<file path="src/rtl/ota_pkg.sv">
// ota_pkg: shared types and constants for the two-level overtemp alarm
// no dependencies; imported by every module of the block

package ota_pkg;

  localparam int TEMP_W  = 12;
  localparam int TIMER_W = 16;
  localparam int LEVEL_W = 2;
  localparam int CFG_IDX_W  = 2;
  localparam int CFG_DATA_W = 16;

  localparam logic [LEVEL_W-1:0] LVL_NORMAL = 2'd0;
  localparam logic [LEVEL_W-1:0] LVL_PRE    = 2'd1;
  localparam logic [LEVEL_W-1:0] LVL_ALARM  = 2'd2;

  localparam logic [TIMER_W-1:0] TIMER_MAX = 16'hFFFF;

  localparam logic [CFG_IDX_W-1:0] REG_PRE_THR   = 2'd0;
  localparam logic [CFG_IDX_W-1:0] REG_ALARM_THR = 2'd1;
  localparam logic [CFG_IDX_W-1:0] REG_PRE_DLY   = 2'd2;
  localparam logic [CFG_IDX_W-1:0] REG_ALARM_DLY = 2'd3;

  localparam logic signed [TEMP_W-1:0] PRE_THR_RST   = 12'sd480;
  localparam logic signed [TEMP_W-1:0] ALARM_THR_RST = 12'sd640;
  localparam logic [TIMER_W-1:0]       PRE_DLY_RST   = 16'd3000;
  localparam logic [TIMER_W-1:0]       ALARM_DLY_RST = 16'd5000;

  typedef struct packed {
    logic signed [TEMP_W-1:0] temperature;
    logic                     clear_alarm;
  } in_item_t;

  typedef struct packed {
    logic [LEVEL_W-1:0] level;
    logic               level_changed;
  } out_item_t;

  typedef struct packed {
    logic signed [TEMP_W-1:0] prealarm_threshold;
    logic signed [TEMP_W-1:0] alarm_threshold;
    logic [TIMER_W-1:0]       prealarm_delay_ms;
    logic [TIMER_W-1:0]       alarm_delay_ms;
  } cfg_t;

  function automatic logic [TIMER_W-1:0] sat_inc(input logic [TIMER_W-1:0] t);
    sat_inc = (t == TIMER_MAX) ? t : t + 16'd1;
  endfunction

endpackage

</file>
<file path="src/rtl/two_level_overtemp_alarm.sv">
// two_level_overtemp_alarm: top level with input and result registers
// depends on ota_pkg, ota_cfg, ota_core
//
//   channel | signals                          | payload
//   in      | in_valid / in_ready              | in_data (temperature, clear_alarm)
//   out     | out_valid / out_ready            | out_data (level, level_changed)
//   cfg     | cfg_we, cfg_index                | cfg_data
//
// one transaction per cycle sustained while out_ready is high; input, then result register
// the input register and the result register each hold one transaction
// evaluation runs when the input register is full and the result register can take it
// rst is synchronous: level normal, timers stopped, valids cleared, config at its reset values
// a stalled result holds; the input register takes one more transaction, then in_ready falls

module two_level_overtemp_alarm import ota_pkg::*; (
  input  logic                  clk,
  input  logic                  rst,
  input  logic                  cfg_we,
  input  logic [CFG_IDX_W-1:0]  cfg_index,
  input  logic [CFG_DATA_W-1:0] cfg_data,
  input  logic                  in_valid,
  output logic                  in_ready,
  input  in_item_t              in_data,
  output logic                  out_valid,
  input  logic                  out_ready,
  output out_item_t             out_data
);

  cfg_t      cfg;
  in_item_t  item;
  logic      item_valid;
  logic      step;
  out_item_t result;

  assign step     = item_valid && (!out_valid || out_ready);
  assign in_ready = !item_valid || step;

  ota_cfg u_cfg (
    .clk       (clk),
    .rst       (rst),
    .cfg_we    (cfg_we),
    .cfg_index (cfg_index),
    .cfg_data  (cfg_data),
    .cfg       (cfg)
  );

  ota_core u_core (
    .clk    (clk),
    .rst    (rst),
    .step   (step),
    .item   (item),
    .cfg    (cfg),
    .result (result)
  );

  always_ff @(posedge clk) begin
    if (rst) begin
      item_valid <= 1'b0;
    end else if (in_ready) begin
      item_valid <= in_valid;
    end
  end

  always_ff @(posedge clk) begin
    if (in_valid && in_ready) begin
      item <= in_data;
    end
  end

  always_ff @(posedge clk) begin
    if (rst) begin
      out_valid <= 1'b0;
    end else if (step) begin
      out_valid <= 1'b1;
    end else if (out_ready) begin
      out_valid <= 1'b0;
    end
  end

  always_ff @(posedge clk) begin
    if (step) begin
      out_data <= result;
    end
  end

endmodule

</file>
<file path="src/rtl/ota_cfg.sv">
// ota_cfg: configuration register file of the overtemp alarm
// depends on ota_pkg

module ota_cfg import ota_pkg::*; (
  input  logic                  clk,
  input  logic                  rst,
  input  logic                  cfg_we,
  input  logic [CFG_IDX_W-1:0]  cfg_index,
  input  logic [CFG_DATA_W-1:0] cfg_data,
  output cfg_t                  cfg
);

  always_ff @(posedge clk) begin
    if (rst) begin
      cfg.prealarm_threshold <= PRE_THR_RST;
      cfg.alarm_threshold    <= ALARM_THR_RST;
      cfg.prealarm_delay_ms  <= PRE_DLY_RST;
      cfg.alarm_delay_ms     <= ALARM_DLY_RST;
    end else if (cfg_we) begin
      unique case (cfg_index)
        REG_PRE_THR:   cfg.prealarm_threshold <= signed'(cfg_data[TEMP_W-1:0]);
        REG_ALARM_THR: cfg.alarm_threshold    <= signed'(cfg_data[TEMP_W-1:0]);
        REG_PRE_DLY:   cfg.prealarm_delay_ms  <= cfg_data[TIMER_W-1:0];
        REG_ALARM_DLY: cfg.alarm_delay_ms     <= cfg_data[TIMER_W-1:0];
        default: ;
      endcase
    end
  end

endmodule

</file>
<file path="src/rtl/ota_core.sv">
// ota_core: level state, persistence timers and per-tick evaluation
// depends on ota_pkg

module ota_core import ota_pkg::*; (
  input  logic      clk,
  input  logic      rst,
  input  logic      step,
  input  in_item_t  item,
  input  cfg_t      cfg,
  output out_item_t result
);

  logic [LEVEL_W-1:0] level, level_next;
  logic [TIMER_W-1:0] low_timer, low_timer_next;
  logic               low_run, low_run_next;
  logic [TIMER_W-1:0] high_timer, high_timer_next;
  logic               high_run, high_run_next;

  always_comb begin
    logic entered;
    logic [LEVEL_W-1:0] lvl;
    entered         = 1'b0;
    lvl             = level;
    low_timer_next  = low_timer;
    low_run_next    = low_run;
    high_timer_next = high_timer;
    high_run_next   = high_run;

    if (item.clear_alarm && level == LVL_ALARM) begin
      lvl = LVL_NORMAL;
    end

    if (lvl == LVL_ALARM) begin
      if (high_run) begin
        high_timer_next = sat_inc(high_timer);
      end
    end else begin
      if (item.temperature >= cfg.alarm_threshold) begin
        high_timer_next = high_run ? sat_inc(high_timer) : '0;
        high_run_next   = 1'b1;
        if (high_timer_next >= cfg.alarm_delay_ms) begin
          lvl            = LVL_ALARM;
          low_timer_next = '0;
          low_run_next   = 1'b0;
          entered        = 1'b1;
        end
      end else begin
        high_timer_next = '0;
        high_run_next   = 1'b0;
      end
      if (!entered) begin
        if (item.temperature >= cfg.prealarm_threshold) begin
          low_timer_next = low_run ? sat_inc(low_timer) : '0;
          low_run_next   = 1'b1;
          if (low_timer_next >= cfg.prealarm_delay_ms) begin
            lvl = LVL_PRE;
          end
        end else begin
          low_timer_next  = '0;
          low_run_next    = 1'b0;
          high_timer_next = '0;
          high_run_next   = 1'b0;
          if (lvl == LVL_PRE) begin
            lvl = LVL_NORMAL;
          end
        end
      end
    end

    level_next           = lvl;
    result.level         = lvl;
    result.level_changed = (lvl != level);
  end

  always_ff @(posedge clk) begin
    if (rst) begin
      level      <= LVL_NORMAL;
      low_timer  <= '0;
      low_run    <= 1'b0;
      high_timer <= '0;
      high_run   <= 1'b0;
    end else if (step) begin
      level      <= level_next;
      low_timer  <= low_timer_next;
      low_run    <= low_run_next;
      high_timer <= high_timer_next;
      high_run   <= high_run_next;
    end
  end

endmodule

</file>
<file path="config.mk">
export PLATFORM = sky130hd
export DESIGN_NAME = two_level_overtemp_alarm
export DESIGN_NICKNAME = d
export VERILOG_FILES = /design/src/rtl/ota_pkg.sv /design/src/rtl/two_level_overtemp_alarm.sv /design/src/rtl/ota_cfg.sv /design/src/rtl/ota_core.sv
export SDC_FILE = /design/constraint.sdc
export NUM_CORES = 1
export LEC_CHECK = 0
export BUFFER_PORTS_ARGS = -buffer_cell sky130_fd_sc_hd__buf_2
export CAP_MARGIN = 20
export CORE_AREA = 4 4 115 117
export DETAILED_ROUTE_END_ITERATION = 10
export DIE_AREA = 0 0 119 121
export GPL_ROUTABILITY_DRIVEN = 0
export PLACE_DENSITY = 0.72
export SETUP_SLACK_MARGIN = 0.15
export SLEW_MARGIN = 20
export SYNTH_ARGS = -nofsm -noshare
export SYNTH_HDL_FRONTEND = slang
export SYNTH_HIERARCHICAL = 1
export SYNTH_SLANG_ARGS = --single-unit
</file>
<file path="constraint.sdc">
create_clock -name clk -period 9.9 [get_ports clk]
set_clock_uncertainty 0.05 [all_clocks]
set_input_delay 2.97 -clock clk [delete_from_list [all_inputs] [get_ports clk]]
set_output_delay 2.97 -clock clk [all_outputs]
set_load 0.005 [all_outputs]
</file>
Word-level counts from Yosys, hierarchy flattened
Index checks and enable logic that the tools add are counted.
{"block": "op_classes", "n_addsub": 2, "n_lt_le_gt_ge": 4, "n_eq_ne": 12, "muxes": 34, "bitwise": 1, "n_reduce_logical": 16}
{"operator": "2-to-1 mux 16 bit", "count": 13}
{"operator": "adder 16 x 1 -> 16 bit, second input constant", "count": 2}
{"operator": "equality test 16 bit, second input constant", "count": 2}
{"operator": ">= comparator 16 bit", "count": 2}
{"operator": ">= comparator 12 bit", "count": 2}
{"operator": "2-to-1 mux 2 bit", "count": 9}
{"operator": "2-to-1 mux 1 bit", "count": 12}
{"operator": "AND reduction 2 bit", "count": 6}
{"operator": "equality test 2 bit, second input constant", "count": 4}
{"operator": "!= test 2 x 1 -> 1 bit, second input constant", "count": 3}
{"operator": "equality test 2 x 1 -> 1 bit, second input constant", "count": 2}
{"operator": "AND reduction 4 bit", "count": 1}
{"operator": "logical AND 1 bit", "count": 3}
{"operator": "logical NOT 1 bit", "count": 2}
{"operator": "logical NOT 2 bit", "count": 1}
{"operator": "logical OR 1 bit", "count": 2}
{"operator": "!= test 2 bit", "count": 1}
{"operator": "nonzero test 2 bit", "count": 1}
{"operator": "NOT 1 bit", "count": 1}
{"block": "word_totals", "regBits": 110, "input_bits": 36}

Logic depth before layout (Yosys ltp)
{"block": "logic_depth", "depth_word": 13, "depth_mapped": 17}

Modules after synthesis
The synthesis kept the hierarchy.
{"module": "ota_core", "n_inst": 1, "cells_per_inst": 498, "area_each_um2": 3761.1, "seq_area_each_um2": 720.7}
{"module": "ota_cfg", "n_inst": 1, "cells_per_inst": 214, "area_each_um2": 2254.7, "seq_area_each_um2": 1121.1}
{"module": "two_level_overtemp_alarm", "n_inst": 1, "cells_per_inst": 26, "area_each_um2": 584.3, "seq_area_each_um2": 520.5}

Worst setup path after synthesis
Ideal clock, no wire load.
{"block": "synth_path", "kind": "input port to output port", "start": "in out_ready", "end": "out in_ready", "t_arrival_ns": 3.117, "setup_slack_ns": 3.763, "cell_stages": 1, "path_buffers": 0, "path_cell_list": "nand3b_4"}
{"block": "synth_via", "elab_chain_len": 3}
{"element": "start: declaration", "line": "two_level_overtemp_alarm.sv:25", "rtl": "input logic out_ready,"}
{"element": "logical OR 1 bit", "line": "two_level_overtemp_alarm.sv:35", "rtl": "assign step = item_valid && (!out_valid || out_ready);"}
{"element": "logical AND 1 bit", "line": "two_level_overtemp_alarm.sv:35"}
{"element": "logical OR 1 bit", "line": "two_level_overtemp_alarm.sv:36", "rtl": "assign in_ready = !item_valid || step;"}
{"element": "end: declaration", "line": "two_level_overtemp_alarm.sv:22", "rtl": "output logic in_ready,"}
No other way between the ends.

Worst setup path in the final report
Ends and elaborated chain as after synthesis.

==> key figures <==
Synth
  • Largest cells by area after synthesis: dfxtp_1 29%, ha_1 11%, mux2i_1 9.3%, edfxtp_1 7.3%, nand2b_1 5.7%
  • Synth async-reset ratio: 0%
  • Mapped cell area: 0.00660 mm2
  • Leading area contributor after synthesis: dfxtp_1
  • Seq cells post-synth: 110
  • Syn_nets: around 830
  • Post-synthesis sequential area ratio: between 30% and 40%
  • Synth cell types: between 60 and 70
  • Syn. warnings: 6
  • Post-synth top area share: approximately 29%
  • Primary FF master, synth: dfxtp_1
  • Post-synth EDFFs: 16
  • Post-Syn Area per Cell: roughly 9 um2
  • Mapped Cells: 738

Detailed routing
  • Via/cell ratio: 5.59
  • WL/cell: approximately 15 um
  • DRT iter0 DRCs: 425
  • Vias: between 5000 and 6000
  • Post-route ant nets: 0
  • Pre-antenna DRT Iters: 5
  • Final WL: around 14000 um
  • Residual DRC: 0

Clock network
  • Clock H-tree levels: 3
  • Cts repair resizes: 0
  • TritonCTS clock tree: built
  • CTS Hold Bufs: 0
  • Post-CTS setup buffer count: 0
  • CTS sink cnt: 110
  • Clock-pin slew on the worst setup and hold paths: roughly 70 ps
  • Clk buf depth: 2
  • Clock Tree Root: clkbuf_16
  • Clk_lat worst skew: ~360 ps
  • TritonCTS Buffers: 9

STA
  • Worst slew pin tran: ~1000 ps
  • Tcrit/Tclk final: roughly 65%
  • Final Hold Viols: 0
  • Max-slew violations: 0
  • TNS Setup: 0 ps
  • F_max: 0.157 GHz
  • WHS: about 430 ps
  • RSZ-0062 raised after global routing: no
  • Rel. slew slack: approximately a third
  • Min cycle time layout: approximately 6400 ps
  • Setup violations, final: 0

GRT
  • First-pass GRT wire length: roughly 24000 um
  • GRT overflow: 0
  • GRT Util Overall: between 20% and 30%
  • Initial antenna violation count: 0
  • Vias in the first global route: a little over 5000
  • Largest net degree at the start of global routing: between 100 and 150

Setup path
  • Worst EP required: 6880 ps
  • CP Cell Sequence: buf_2 > nand3b_4 > buf_2
  • CP peak stage delay: about 160 ps
  • CP dominant cell by count: buf_2
  • Critical path's slowest cell: nand3b_4
  • Critical-path maximum fanout: 3
  • FF-to-FF End: u_core/low_timer[6]
  • Critical Path Sink Type: output port
  • CP Data Arrival Time: 3370 ps
  • Startpoint types: input port
  • CP Class: in2out
  • Critical path's top delay family: buffers and inverters
  • R2r setup slk: ~5000 ps
  • Buf/Inv on CP: 2
  • Reg2reg start: u_core/high_timer[0]
  • Worst R2R Path Depth: 16

Layout
  • Area growth syn-to-layout: 8.87%
  • Layout cells sized above 1: a little under a tenth
  • # nets final: 851
  • Number of diodes: 0

Place
  • Hpwl dp: around 10000 um
  • Port Buffers: 40

Power and ir drop
  • Leakage: slightly above 3 nW
  • Peak supply drop: 0.000133 V
  • Pwr dens: between 100 and 150 mW/mm2

Die
  • Die height: roughly 120 um
  • Core ar.: roughly 0.012 mm2
  • Chip width: roughly 120 um
  • FP Rows: just over 40
  • Starting density of the core: between 50% and 60%
  • DIE AREA: 0.0144 mm2
  • # IOs: 41

Worst hold path
  • Hold path cells: 2
  • Hold endpoint: u_cfg/cfg[40]
  • Hold Crit Class: reg2reg
  • Worst hold path startpoint: u_cfg/cfg[40]

Job
  • Max-Cap Viols: 0

Status
  • Status: finished, final reports clean
[cell type report]
class	instances	area, um2
well taps	172	215
multi-input cells	534	3850
clock inverters	7	95.1
repair buffers	41	208
flip-flops and latches	110	2360
clock buffers	9	225
inverters	61	229
fillers	1125	5180
[worst register-to-register path: stages (launching register included)]
cell	delay, ps
dfxtp_1	430
ha_1	350
nand3_1	130
nor4_2	320
nand2_1	270
and3_1	310
nand3_1	120
xnor2_1	60
and2_1	160
ha_1	310
a41oi_1	190
o21ai_0	170
a221oi_1	480
o211ai_2	300
a211oi_4	710
nand3_1	200
o21ai_0	170
[where the power goes]
group | total [mW] | switching (mW) | internal (mW)
clock | 0.386 | 0.181 | 0.205
sequential | 0.477 | 0.0102 | 0.467
combinational | 0.0963 | 0.0576 | 0.0387
total | 0.959 | 0.249 | 0.710
[flip-flops by register name, indices dropped and copies added (netlist names)]
| signal | cells |
|---|---|
| u_core/level | 2 |
| out_valid | 1 |
| item_valid | 1 |
| item | 13 |
| u_cfg/cfg | 56 |
| u_core/high_timer | 16 |
| u_core/low_run | 1 |
| out_data | 3 |
| u_core/low_timer | 16 |
| u_core/high_run | 1 |
[cell usage after synthesis (all sizes together) (5+ instances only)]
library cell	count
a211oi	7
a21o	5
a21oi	36
a22oi	12
a31oi	6
and2	15
and3	10
and4	7
buf	13
clkbuf	20
dfxtp	94
edfxtp	16
ha	58
inv	61
mux2i	61
nand2	31
nand2b	60
nand3	18
nand4	15
nor2	82
nor2b	5
nor3	5
o21ai	19
o31ai	5
xnor2	12
xor2	20
[cell families (layout without fill, tap and decap cells)]
group	count (synthesis)	after routing	synth area share, %
xor gates and xnor gates	32	32	4.25
buffers and inverters	94	118	5.86
adders and majority gates	58	58	11.0
AOI/OAI and AO/OA	115	115	11.9
muxes	62	62	9.42
DFF	110	110	35.8
and+or+nand+nor	267	267	21.8
[through the flow]
step                      total power [mW]  worst slack [ps]  util, %  std cells  cell area, um2
after floorplan                      0.553              3760        -        738            6600
after global placement               0.578              3520     55.5        918            6870
after detailed placement             0.583              3510     55.5        918            6870
after CTS                            0.971              3510     58.1        934            7190
after global routing                 0.999              3490     58.1        934            7190
final                                0.959              3510     58.1        934            7190
[per-layer routing]
| layer | global-route usage, % | part of all wire (%) |
|---|---|---|
| met5 | 0 | 0 |
| met4 | 5.58 | 1.5 |
| met3 | 4.85 | 5.3 |
| met2 | 35.2 | 49 |
| met1 | 25.8 | 44 |
[how the worst max path moves through the flow]
stage | start | endpoint | slack, ps | cells past startpoint
finish | out_ready | in_ready | 3510 | 3
global route | out_ready | in_ready | 3490 | 3
CTS | out_ready | in_ready | 3510 | 3
detailed placement | out_ready | in_ready | 3510 | 3
global placement | out_ready | in_ready | 3520 | 3
floorplan | out_ready | in_ready | 3760 | 1
[cell usage in the layout, fill, tap and decap left out, types with 6 or more instances in the layout]
cell type	synthesis	routed
dfxtp_1	94	94
nor2_1	82	82
inv_1	61	61
mux2i_1	61	61
nand2b_1	60	60
ha_1	58	58
buf_2	8	40
a21oi_1	35	35
nand2_1	30	30
xor2_1	20	20
o21ai_0	18	18
nand3_1	17	17
edfxtp_1	16	16
nand4_1	15	15
and2_1	13	13
xnor2_1	12	12
a22oi_1	12	12
and3_1	10	10
clkbuf_16	0	9
and4_1	7	7
a211oi_1	6	6
No activity file was read; power rests on OpenSTA's default activity.
